**src/rtl/sec_pkg.sv**
```systemverilog
`timescale 1ns / 1ps
`default_nettype none
// ----------------------------------------------------------------------------
// sec_pkg
// Shared types and constants of the SHA-256 entropy conditioner.
// ----------------------------------------------------------------------------
package sec_pkg;

  localparam logic [255:0] IV_WORDS = {
    32'h6a09e667, 32'hbb67ae85, 32'h3c6ef372, 32'ha54ff53a,
    32'h510e527f, 32'h9b05688c, 32'h1f83d9ab, 32'h5be0cd19
  };

  localparam logic [31:0] K_TAB [64] = '{
    32'h428a2f98, 32'h71374491, 32'hb5c0fbcf, 32'he9b5dba5,
    32'h3956c25b, 32'h59f111f1, 32'h923f82a4, 32'hab1c5ed5,
    32'hd807aa98, 32'h12835b01, 32'h243185be, 32'h550c7dc3,
    32'h72be5d74, 32'h80deb1fe, 32'h9bdc06a7, 32'hc19bf174,
    32'he49b69c1, 32'hefbe4786, 32'h0fc19dc6, 32'h240ca1cc,
    32'h2de92c6f, 32'h4a7484aa, 32'h5cb0a9dc, 32'h76f988da,
    32'h983e5152, 32'ha831c66d, 32'hb00327c8, 32'hbf597fc7,
    32'hc6e00bf3, 32'hd5a79147, 32'h06ca6351, 32'h14292967,
    32'h27b70a85, 32'h2e1b2138, 32'h4d2c6dfc, 32'h53380d13,
    32'h650a7354, 32'h766a0abb, 32'h81c2c92e, 32'h92722c85,
    32'ha2bfe8a1, 32'ha81a664b, 32'hc24b8b70, 32'hc76c51a3,
    32'hd192e819, 32'hd6990624, 32'hf40e3585, 32'h106aa070,
    32'h19a4c116, 32'h1e376c08, 32'h2748774c, 32'h34b0bcb5,
    32'h391c0cb3, 32'h4ed8aa4a, 32'h5b9cca4f, 32'h682e6ff3,
    32'h748f82ee, 32'h78a5636f, 32'h84c87814, 32'h8cc70208,
    32'h90befffa, 32'ha4506ceb, 32'hbef9a3f7, 32'hc67178f2
  };

  // Chaining value sources for the compression unit
  localparam logic [1:0] HSEL_SEED = 2'd0;
  localparam logic [1:0] HSEL_IV   = 2'd1;
  localparam logic [1:0] HSEL_CHK  = 2'd2;

  typedef struct packed {
    logic       acc;
    logic       seed_pad;
    logic       seed_len_wr;
    logic       seed_hstore;
    logic       seed_fin;
    logic       w_load;
    logic       w_shift;
    logic       start;
    logic [1:0] hsel;
    logic       p_clr;
    logic       p_inc;
    logic       chk_store;
    logic       emit_load;
    logic       chunk_done;
  } sec_cmd_t;

  typedef struct packed {
    logic present;
    logic seed_pos63;
    logic fill_is31;
    logic seed_over;
    logic p_end;
    logic two_blocks;
    logic emit_end;
    logic out_free;
    logic core_done;
  } sec_status_t;

  function automatic logic [31:0] rotr(input logic [31:0] x, input int n);
    return (x >> n) | (x << (32 - n));
  endfunction

endpackage
`default_nettype wire

```
**src/rtl/sec_ctrl.sv**
```systemverilog
`timescale 1ns / 1ps
`default_nettype none
// ----------------------------------------------------------------------------
// sec_ctrl
// Controller: sequences seed absorption, chunk hashing and byte emission.
// ----------------------------------------------------------------------------
module sec_ctrl (
  input  wire logic                 clk,
  input  wire logic                 rst,
  input  wire logic                 in_valid,
  output logic                      in_ready,
  input  wire logic                 kind,
  input  wire logic                 last_byte,
  input  wire sec_pkg::sec_status_t status,
  output sec_pkg::sec_cmd_t         cmd
);

  localparam logic [3:0] ST_IDLE      = 4'd0;
  localparam logic [3:0] ST_SEED_GO   = 4'd1;
  localparam logic [3:0] ST_SEED_WAIT = 4'd2;
  localparam logic [3:0] ST_SEED_PAD  = 4'd3;
  localparam logic [3:0] ST_SEED_LEN  = 4'd4;
  localparam logic [3:0] ST_CH_LOAD   = 4'd5;
  localparam logic [3:0] ST_CH_GO     = 4'd6;
  localparam logic [3:0] ST_CH_WAIT   = 4'd7;
  localparam logic [3:0] ST_EMIT      = 4'd8;

  localparam logic [1:0] PH_DATA  = 2'd0;
  localparam logic [1:0] PH_OVER  = 2'd1;
  localparam logic [1:0] PH_FINAL = 2'd2;

  logic [3:0] state, state_next;
  logic [1:0] ph, ph_next;
  logic       blk2, blk2_next;
  logic       seed_last, seed_last_next;
  logic       acc;

  assign in_ready = (state == ST_IDLE) && status.out_free;
  assign acc      = in_valid && in_ready;

  always_comb begin
    state_next     = state;
    ph_next        = ph;
    blk2_next      = blk2;
    seed_last_next = seed_last;
    cmd            = '0;
    cmd.hsel       = sec_pkg::HSEL_SEED;
    case (state)
      ST_IDLE: begin
        cmd.acc = acc;
        if (acc) begin
          if (!kind) begin
            seed_last_next = last_byte;
            if (status.seed_pos63) begin
              ph_next    = PH_DATA;
              state_next = ST_SEED_GO;
            end else if (last_byte) begin
              state_next = ST_SEED_PAD;
            end
          end else if (status.present && (status.fill_is31 || last_byte)) begin
            blk2_next  = 1'b0;
            cmd.p_clr  = 1'b1;
            state_next = ST_CH_LOAD;
          end
        end
      end
      ST_SEED_GO: begin
        cmd.w_load = 1'b1;
        cmd.start  = 1'b1;
        state_next = ST_SEED_WAIT;
      end
      ST_SEED_WAIT: begin
        if (status.core_done) begin
          case (ph)
            PH_DATA: begin
              cmd.seed_hstore = 1'b1;
              state_next      = seed_last ? ST_SEED_PAD : ST_IDLE;
            end
            PH_OVER: begin
              cmd.seed_hstore = 1'b1;
              state_next      = ST_SEED_LEN;
            end
            default: begin
              cmd.seed_fin = 1'b1;
              state_next   = ST_IDLE;
            end
          endcase
        end
      end
      ST_SEED_PAD: begin
        cmd.seed_pad = 1'b1;
        ph_next      = status.seed_over ? PH_OVER : PH_FINAL;
        state_next   = ST_SEED_GO;
      end
      ST_SEED_LEN: begin
        cmd.seed_len_wr = 1'b1;
        ph_next         = PH_FINAL;
        state_next      = ST_SEED_GO;
      end
      ST_CH_LOAD: begin
        cmd.w_shift = 1'b1;
        cmd.p_inc   = 1'b1;
        if (status.p_end) state_next = ST_CH_GO;
      end
      ST_CH_GO: begin
        cmd.hsel   = blk2 ? sec_pkg::HSEL_CHK : sec_pkg::HSEL_IV;
        cmd.start  = 1'b1;
        state_next = ST_CH_WAIT;
      end
      ST_CH_WAIT: begin
        cmd.hsel = blk2 ? sec_pkg::HSEL_CHK : sec_pkg::HSEL_IV;
        if (status.core_done) begin
          cmd.chk_store = 1'b1;
          if (!blk2 && status.two_blocks) begin
            blk2_next  = 1'b1;
            state_next = ST_CH_LOAD;
          end else begin
            cmd.p_clr  = 1'b1;
            state_next = ST_EMIT;
          end
        end
      end
      ST_EMIT: begin
        if (status.out_free) begin
          cmd.emit_load = 1'b1;
          if (status.emit_end) begin
            cmd.chunk_done = 1'b1;
            state_next     = ST_IDLE;
          end
        end
      end
      default: begin
        state_next = ST_IDLE;
      end
    endcase
  end

  always_ff @(posedge clk) begin
    if (rst) begin
      state     <= ST_IDLE;
      ph        <= PH_DATA;
      blk2      <= 1'b0;
      seed_last <= 1'b0;
    end else begin
      state     <= state_next;
      ph        <= ph_next;
      blk2      <= blk2_next;
      seed_last <= seed_last_next;
    end
  end

endmodule
`default_nettype wire

```
**config.mk**
```make
export PLATFORM = sky130hd
export DESIGN_NAME = sec_ctrl
export DESIGN_NICKNAME = d
export VERILOG_FILES = /design/src/rtl/sec_pkg.sv /design/src/rtl/sec_ctrl.sv
export SDC_FILE = /design/constraint.sdc
export NUM_CORES = 1
export LEC_CHECK = 0
export ABC_CLOCK_PERIOD_IN_PS = 4850
export BUFFER_PORTS_ARGS = -buffer_cell sky130_fd_sc_hd__buf_2
export CAP_MARGIN = 5
export CELL_PAD_IN_SITES_DETAIL_PLACEMENT = 1
export CELL_PAD_IN_SITES_GLOBAL_PLACEMENT = 1
export CORE_ASPECT_RATIO = 0.7
export CORE_MARGIN = 2
export CORE_UTILIZATION = 33
export CTS_CLUSTER_SIZE = 14
export DETAILED_ROUTE_END_ITERATION = 10
export GPL_TIMING_DRIVEN = 0
export PLACE_DENSITY = 0.92
export SLEW_MARGIN = 20
export SYNTH_ARGS = -nofsm -noshare
export SYNTH_HDL_FRONTEND = slang
export SYNTH_SLANG_ARGS = --single-unit
export TNS_END_PERCENT = 1
```
**constraint.sdc**
```tcl
create_clock -name clk -period 4.85 [get_ports clk]
set_input_delay 0.97 -clock clk [delete_from_list [all_inputs] [get_ports clk]]
set_output_delay 0.97 -clock clk [all_outputs]
set_load 0.05 [all_outputs]
```
==> qor.yml, run 1 <==
cts_root_buf: "clkbuf_4"
cp_slowest_cell: "nor3_1"
p_sw_uw: 286
cts_buffers: 3
powerDensity_nw_per_um2: 583
cpPeakStageDelay_ns: 0.40
hpwl_um: 1980
finalHoldViolCount: 0
dieHeight_um: 42.0
area_growth_pct: 27.9
io_pins: 30
hp-class: "reg2reg"
via_count: 833
status: "completed"
clockBufferDepth: 2
setup_ws_ns: 1.71
cts_max_level: 1
overflow: 0
cp-start-kind: "register"
clock_latency_ns: 0.25
core_um2: 1900
setup_viol: 0
gp_congestion: 0.837
syn_area_um2: 681
critical_path_class: "reg2out"
antenna_cells: 0
drv_slew: 0
synth_top_cell_area_share_pct: 23.5
fill_cells: 274
dp.cells: 148
clock_skew_ns: 0.00238
cts.sinks: 8
synthTopCellsByArea: "dfxtp_1 24%, nor2_1 9.4%, nor3_1 6.6%, nand2_1 4.4%, inv_1 3.9%"
yosysWarnings: 0
pre_cts_slack_ns: 1.82
syn-num-nets: 112
dieArea_um2: 2450
muxShareOfSynthArea_pct: 3.13
grt_use_total_pct: 21.5
worstMarginPinSlew_ns: 0.544
worst-path-max-fanout: 10
layout-drive-gt1-share_pct: 27.9
wl_per_cell_um: 15.9
dr.pass1.iters: 4
synth_top_family_by_area: "simple AND/OR/NAND/NOR gates"
grt_pass1_vias: 865
fp.dieW_um: 58.3
crit_arrival_ns: 2.17
synth-compound-area-share_pct: 21.5
power_frac_comb_pct: 70.2
crit_top_cell: "nand2_1"
drcViolationCount: 0
crit_chain: "buf_1 -> nand2b_1 -> nor3_1 -> nand2_1 -> nand2_1 -> buf_2"
finalCriticalPeriod_ns: 3.14
instances_no_fill: 151
synth_xor_area_share_pct: 1.29
antenna_left: 0
synthSimpleGateAreaFrac_pct: 42.1
finalWirelength_um: 2410
post_cts_buffers: 0
fmax_ghz: 0.319
clk_pin_slew_worst_paths_ns: 0.05
hold_depth: 2
switching_share_pct: 56.3
grt_antenna_before_repair: 0
rows: 13
power_frac_seq_pct: 20.1
layout.nets: 145
setup_tns_ns: 0
synthCells: 98
start_util_pct: 35.8
grt_max_degree: 11
cts_tree: "built"
clkPwrFrac_pct: 9.7
holdBufCountCts: 0
endpoint_kind: "primary output"
rsz0062_at_grt: "no"
yosysTopAreaCell: "dfxtp_1"
p_leak_uw: 0.000395
ys_ff_latch: 8
crit_required_ns: 3.88
ir_worst_vdd_uv: 314
p_int_uw: 222
cts_resized: 0
drt-initial-drc-count: 26
synth_cell_types: 37
finalCritPeriodShare_pct: 64.7
syn-mean-instance-area_um2: 6.95
reg2reg_depth: 4
grt_pass1_wl_um: 4030
whs_ns: 0.538
cap_violations: 0
viasPerCell: 5.52
synth-seq-area-share_pct: 23.5
relSlewSlack_pct: 63.5
port_buffers: 28
synth_fa_ha_area_share_pct: 0
==> sequential cells by signal, summed over array words and instances, names as in the netlist <==
name and flops:
ph 2, state 4, seed_last 1, blk2 1
==> final timing paths <==
kind	from	to	slack [ns]
max reg2reg	state[1]$_SDFFE_PP0P_	state[0]$_SDFFE_PP0P_	2.88
min reg2reg	seed_last$_SDFFE_PP0P_	seed_last$_SDFFE_PP0P_	0.54
min	seed_last$_SDFFE_PP0P_	seed_last$_SDFFE_PP0P_	0.54
max	state[0]$_SDFFE_PP0P_	cmd[4]	1.71
==> per-layer routing <==
layer  part of all wire (%)  track usage (%)
met5                      0                0
met2                     45             35.5
met1                     50             28.6
met3                    5.7             5.86
met4                      0             2.79
==> placed cells by master, fill, tap and decap left out, drive strengths merged, types with 4 or more instances in the layout <==
cell | synthesis | routed
a21oi | 5 | 5
nand2 | 8 | 8
inv | 7 | 7
nand2b | 4 | 4
dfxtp | 8 | 8
nor2 | 17 | 17
nor3 | 9 | 9
buf | 5 | 33
clkbuf | 2 | 5
==> cell type report <==
| type | count | area (µm²) | share of cell area (%) |
|---|---|---|---|
| Sequential cell | 8 | 160 | 18.4 |
| Timing Repair Buffer | 28 | 140 | 16.1 |
| Inverter | 7 | 26.3 | 3.02 |
| Multi-Input combinational cell | 76 | 463 | 53.2 |
| Tap cell | 22 | 27.5 | 3.16 |
| Clock buffer | 3 | 22.5 | 2.59 |
| Buffer | 7 | 31.3 | 3.59 |
==> worst max-delay path, delay by kind of cell (launching register included) <==
family,cells,cell delay [ns]
and+or+nand+nor,4,0.89
buffers and inverters,2,0.65
DFF,1,0.39
==> synthesized netlist by cell type <==
cell	number
a211o_1	1
a211oi_1	2
a21o_1	1
a21oi_1	5
a221oi_1	2
a22oi_1	2
and3b_1	1
and4b_1	1
buf_1	3
buf_2	1
buf_4	1
clkbuf_1	2
dfxtp_1	8
inv_1	7
mux2_1	1
mux2i_1	1
nand2_1	8
nand2b_1	4
nand4_1	1
nor2_1	17
nor3_1	9
nor3b_1	1
nor4b_1	2
o211ai_1	1
o21ai_0	1
o221a_1	1
o221ai_1	1
o31ai_1	1
o32ai_1	2
or2_1	1
or2_2	1
or3_1	2
or3b_2	1
or4_1	1
or4_4	1
or4b_1	2
xnor2_1	1
==> metrics by stage <==
| step | instance area (µm²) | power, µW | utilization (%) |
|---|---|---|---|
| 6_report | 871 | 507 | 45.8 |
| 2_1_floorplan | 681 | 371 | - |
| 5_1_grt | 871 | 547 | 45.8 |
| 3_3_place_gp | 848 | 443 | 44.6 |
| 4_1_cts | 871 | 510 | 45.8 |
| 3_5_place_dp | 848 | 458 | 44.6 |
==> power by group through the flow <==
stage | registers, µW | clock network (µW) | logic [µW]
3_5_place_dp | 103 | 0 | 355
5_1_grt | 106 | 56.7 | 384
4_1_cts | 101 | 52.1 | 357
3_3_place_gp | 101 | 0 | 342
2_1_floorplan | 95.2 | 0 | 276
6_report | 102 | 49.3 | 356
==> cells by family after synthesis <==
kind of cell	count (synthesis)
multiplexers	2
AO/OA/AOI/OAI	20
flip-flops	8
AND/OR/NAND/NOR	53
buffers and inverters	14
XOR/XNOR	1
Power figures use the tool's default switching activity.
==> run 2, diff against run 1 <==
ABC_AREA = 1   (was unset)
ABC_CLOCK_PERIOD_IN_PS = 2800   (was 4850)
CORE_UTILIZATION = 28   (was 33)
PLACE_DENSITY = 0.84   (was 0.92)
clock period = 2.8 ns   (was 4.85 ns; I/O delays follow)
==> run 2 against run 1 <==
Clock skew decreased by 0.00062 ns. Critical path depth is 1 lower. Non-clock buffer count fell by 4. Synthesized area grew 13%. Routed wire length up 4.8%. Clock power increased to 3.0 times the previous value. First-iteration DRC count rose by 3.8%. Combinational power is 130% higher. Die area rose by 31%. Register-to-register slack got worse by 1.5 ns. Sequential share of layout area down 2.5 points.
==> qor.yml, run 2 <==
status: "completed"  # unchanged
grt_pass1_wl_um: 4110  # was 4030 µm
layout-drive-gt1-share_pct: 36.5  # was 27.9%
clk_pin_slew_worst_paths_ns: 0.05  # about the same
gp_congestion: 0.759  # was 0.837
clockBufferDepth: 2  # unchanged
critical_path_class: "reg2out"  # unchanged
clock_latency_ns: 0.23  # was 0.25 ns
setup_viol: 0  # unchanged
crit_arrival_ns: 1.70  # was 2.17 ns
largest_reg_flops: 4  # unchanged
wl_per_cell_um: 13.1  # was 15.9 µm
syn-mean-instance-area_um2: 6.07  # was 6.95 µm²
via_count: 907  # was 833
final_common_cell: "buf_2"  # unchanged
ys_ff_latch: 8  # unchanged
drt-initial-drc-count: 27  # was 26
endpoint_kind: "primary output"  # unchanged
largest_register: "state"  # unchanged
synth_top_cell_area_share_pct: 20.8  # was 23.5%
finalHoldViolCount: 0  # unchanged
syn_area_um2: 771  # was 681 µm²
path_delay_family: "buffers and inverters"  # was simple AND/OR/NAND/NOR gates
crit_required_ns: 2.24  # was 3.88 ns
synthTopCellsByArea: "dfxtp_1 21%, nand2_1 11%, nor2_1 11%, inv_1 10%, nor2_4 8.8%"  # was dfxtp_1 24%, nor2_1 9.4%, nor3_1 6.6%, nand2_1 4.4%, inv_1 3.9%
dr.pass1.iters: 4  # unchanged
finalCritPeriodShare_pct: 80.7
overflow: 0  # unchanged
setup_tns_ns: 0  # unchanged
holdBufCountCts: 0  # unchanged
final_cell_mix: "29 x buf_2, 23 x nand2_1, 22 x nor2_1, 21 x inv_1"  # was 29 x buf_2, 17 x nor2_1, 9 x nor3_1, 8 x nand2_1, 8 x dfxtp_1
dieArea_um2: 3200  # was 2450 µm²
grt_max_degree: 9  # was 11
yosysTopAreaCell: "dfxtp_1"  # unchanged
dieHeight_um: 47.9  # was 42.0 µm
dp.cells: 190  # was 148
cts_buffers: 3  # unchanged
powerDensity_nw_per_um2: 1140  # was 583 nW/µm²
clock_skew_ns: 0.00176  # was 0.00238 ns
io_pins: 30  # unchanged
cts_tree: "built"  # unchanged
fill_cells: 367  # was 274
hpwl_um: 2140  # was 1980 µm
cts_resized: 0  # unchanged
cts.sinks: 8  # unchanged
crit_chain: "inv_2 -> nor3_1 -> inv_1 -> nor3_1 -> buf_2"  # was buf_1 -> nand2b_1 -> nor3_1 -> nand2_1 -> nand2_1 -> buf_2
instances_no_fill: 193  # was 151
synth-seq-area-share_pct: 20.8  # was 23.5%
multi_input_area_um2: 507  # was 463 µm²
grt_pass1_vias: 866  # was 865
cap_violations: 0  # unchanged
cts_max_level: 1  # unchanged
synth_flop_cell: "dfxtp_1"  # unchanged
whs_ns: 0.480  # was 0.538 ns
layout.nets: 175  # was 145
finalCriticalPeriod_ns: 2.26
worst-path-max-fanout: 7  # was 10
fp.dieW_um: 66.7  # was 58.3 µm
ys_top_cells_by_count: "23 x nand2_1, 22 x nor2_1, 21 x inv_1"  # was 17 x nor2_1, 9 x nor3_1, 8 x dfxtp_1, 8 x nand2_1, 7 x inv_1
antenna_left: 0  # unchanged
seq_area_um2: 160  # unchanged
post_cts_buffers: 0  # unchanged
area_growth_pct: 30.4  # was 27.9%
port_buffers: 29  # was 28
p_total_uw: 1140  # was 507 µW
drcViolationCount: 0  # unchanged
start_util_pct: 30.4  # was 35.8%
rsz0062_at_grt: "no"  # unchanged
reg.largest.list: "state (4), ph (2)"  # unchanged
hp-class: "reg2reg"  # unchanged
antenna_cells: 0  # unchanged
yosysMostFrequentCell: "nand2_1"  # was nor2_1
cp-start-kind: "register"  # unchanged
cts_root_buf: "clkbuf_8"  # was clkbuf_4
p_leak_uw: 0.000553  # was 0.000395 µW
grt_antenna_before_repair: 0  # unchanged
async_flop_share_pct: 0  # unchanged
fmax_ghz: 0.443
synthCells: 127  # was 98
crit_top_cell: "nor3_1"  # was nand2_1
viasPerCell: 4.70  # was 5.52
cp_slowest_cell: "dfxtp_1"  # was nor3_1
core_um2: 2530  # was 1900 µm²
finalWirelength_um: 2520  # was 2410 µm
cp.buffers_inverters: 3  # was 2
rows: 15  # was 13
cpPeakStageDelay_ns: 0.42  # was 0.40 ns
relSlewSlack_pct: 70.8  # was 63.5%
yosysWarnings: 0  # unchanged
grt_use_total_pct: 17.7  # was 21.5%
synth_edf_count: 0  # unchanged
synth_cell_types: 22  # was 37
drv_slew: 0  # unchanged
worstMarginPinSlew_ns: 0.433  # was 0.544 ns
syn-num-nets: 141  # was 112
ir_worst_vdd_uv: 347  # was 314 µV
-- run 2: changes by cell type in the layout (fill, tap and decap cells not counted), moves of 5 or more --
cell and change:
nand3_1 +8, nor2_1 +5, nor3_1 -5, inv_1 +14
nor2_4 +6, nand2_2 +5, nand2_1 +15
-- run 2: tightest hold or removal path, cell delays in order (launching register included) --
cell and delay, ns:
dfxtp_1 0.31, o21ai_0 0.07, a21oi_1 0.06
-- run 2: per-layer routing --
metal,vias to the layer above,track usage (%),share of wire [%]
met4,0,1.22,0
met1,422,22.7,47
met2,27,31.6,48
li1,458,-,-
met5,-,0,0
met3,0,5.18,5.5
-- run 2: final timing paths --
kind / from / to / slack, ns / depth (start not counted)
setup / recovery: state[1]$_SDFFE_PP0P_ / cmd[11] / 0.54 / 5
hold / removal: seed_last$_SDFFE_PP0P_ / seed_last$_SDFFE_PP0P_ / 0.48 / 2
setup reg to reg: state[0]$_SDFFE_PP0P_ / state[0]$_SDFFE_PP0P_ / 1.39 / 9
hold reg to reg: seed_last$_SDFFE_PP0P_ / seed_last$_SDFFE_PP0P_ / 0.48 / 2
-- run 2: cells by family after synthesis --
family / synth area share (%)
buffers and inverters: 14.1
and+or+nand+nor: 54.1
DFF: 20.8
AOI/OAI and AO/OA: 11.0
-- run 2: stage by stage --
stage	instance area, µm²	setup slack, ns	utilization (%)
after floorplan	776	0.390	-
after global placement	963	0.810	38.0
after detailed placement	963	0.794	38.0
after CTS	1000	0.543	39.7
after global routing	1000	0.438	39.7
final	1000	0.541	39.7
-- run 2: where the power goes --
group | internal, µW | switching [µW] | leakage [µW]
Combinational | 232 | 577 | 0.000466
Sequential | 148 | 39.2 | 0.0000655
Clock | 93.8 | 52.4 | 0.0000216
Total | 474 | 669 | 0.000553
-- run 2: area by class of cell --
type / count / share of cell area, %
tap: 34 / 4.23
clock buffer: 3 / 4.11
timing repair buffer: 29 / 14.4
buffer: 2 / 1.87
inverter: 24 / 8.97
multi-input combinational: 93 / 50.4
sequential: 8 / 15.9
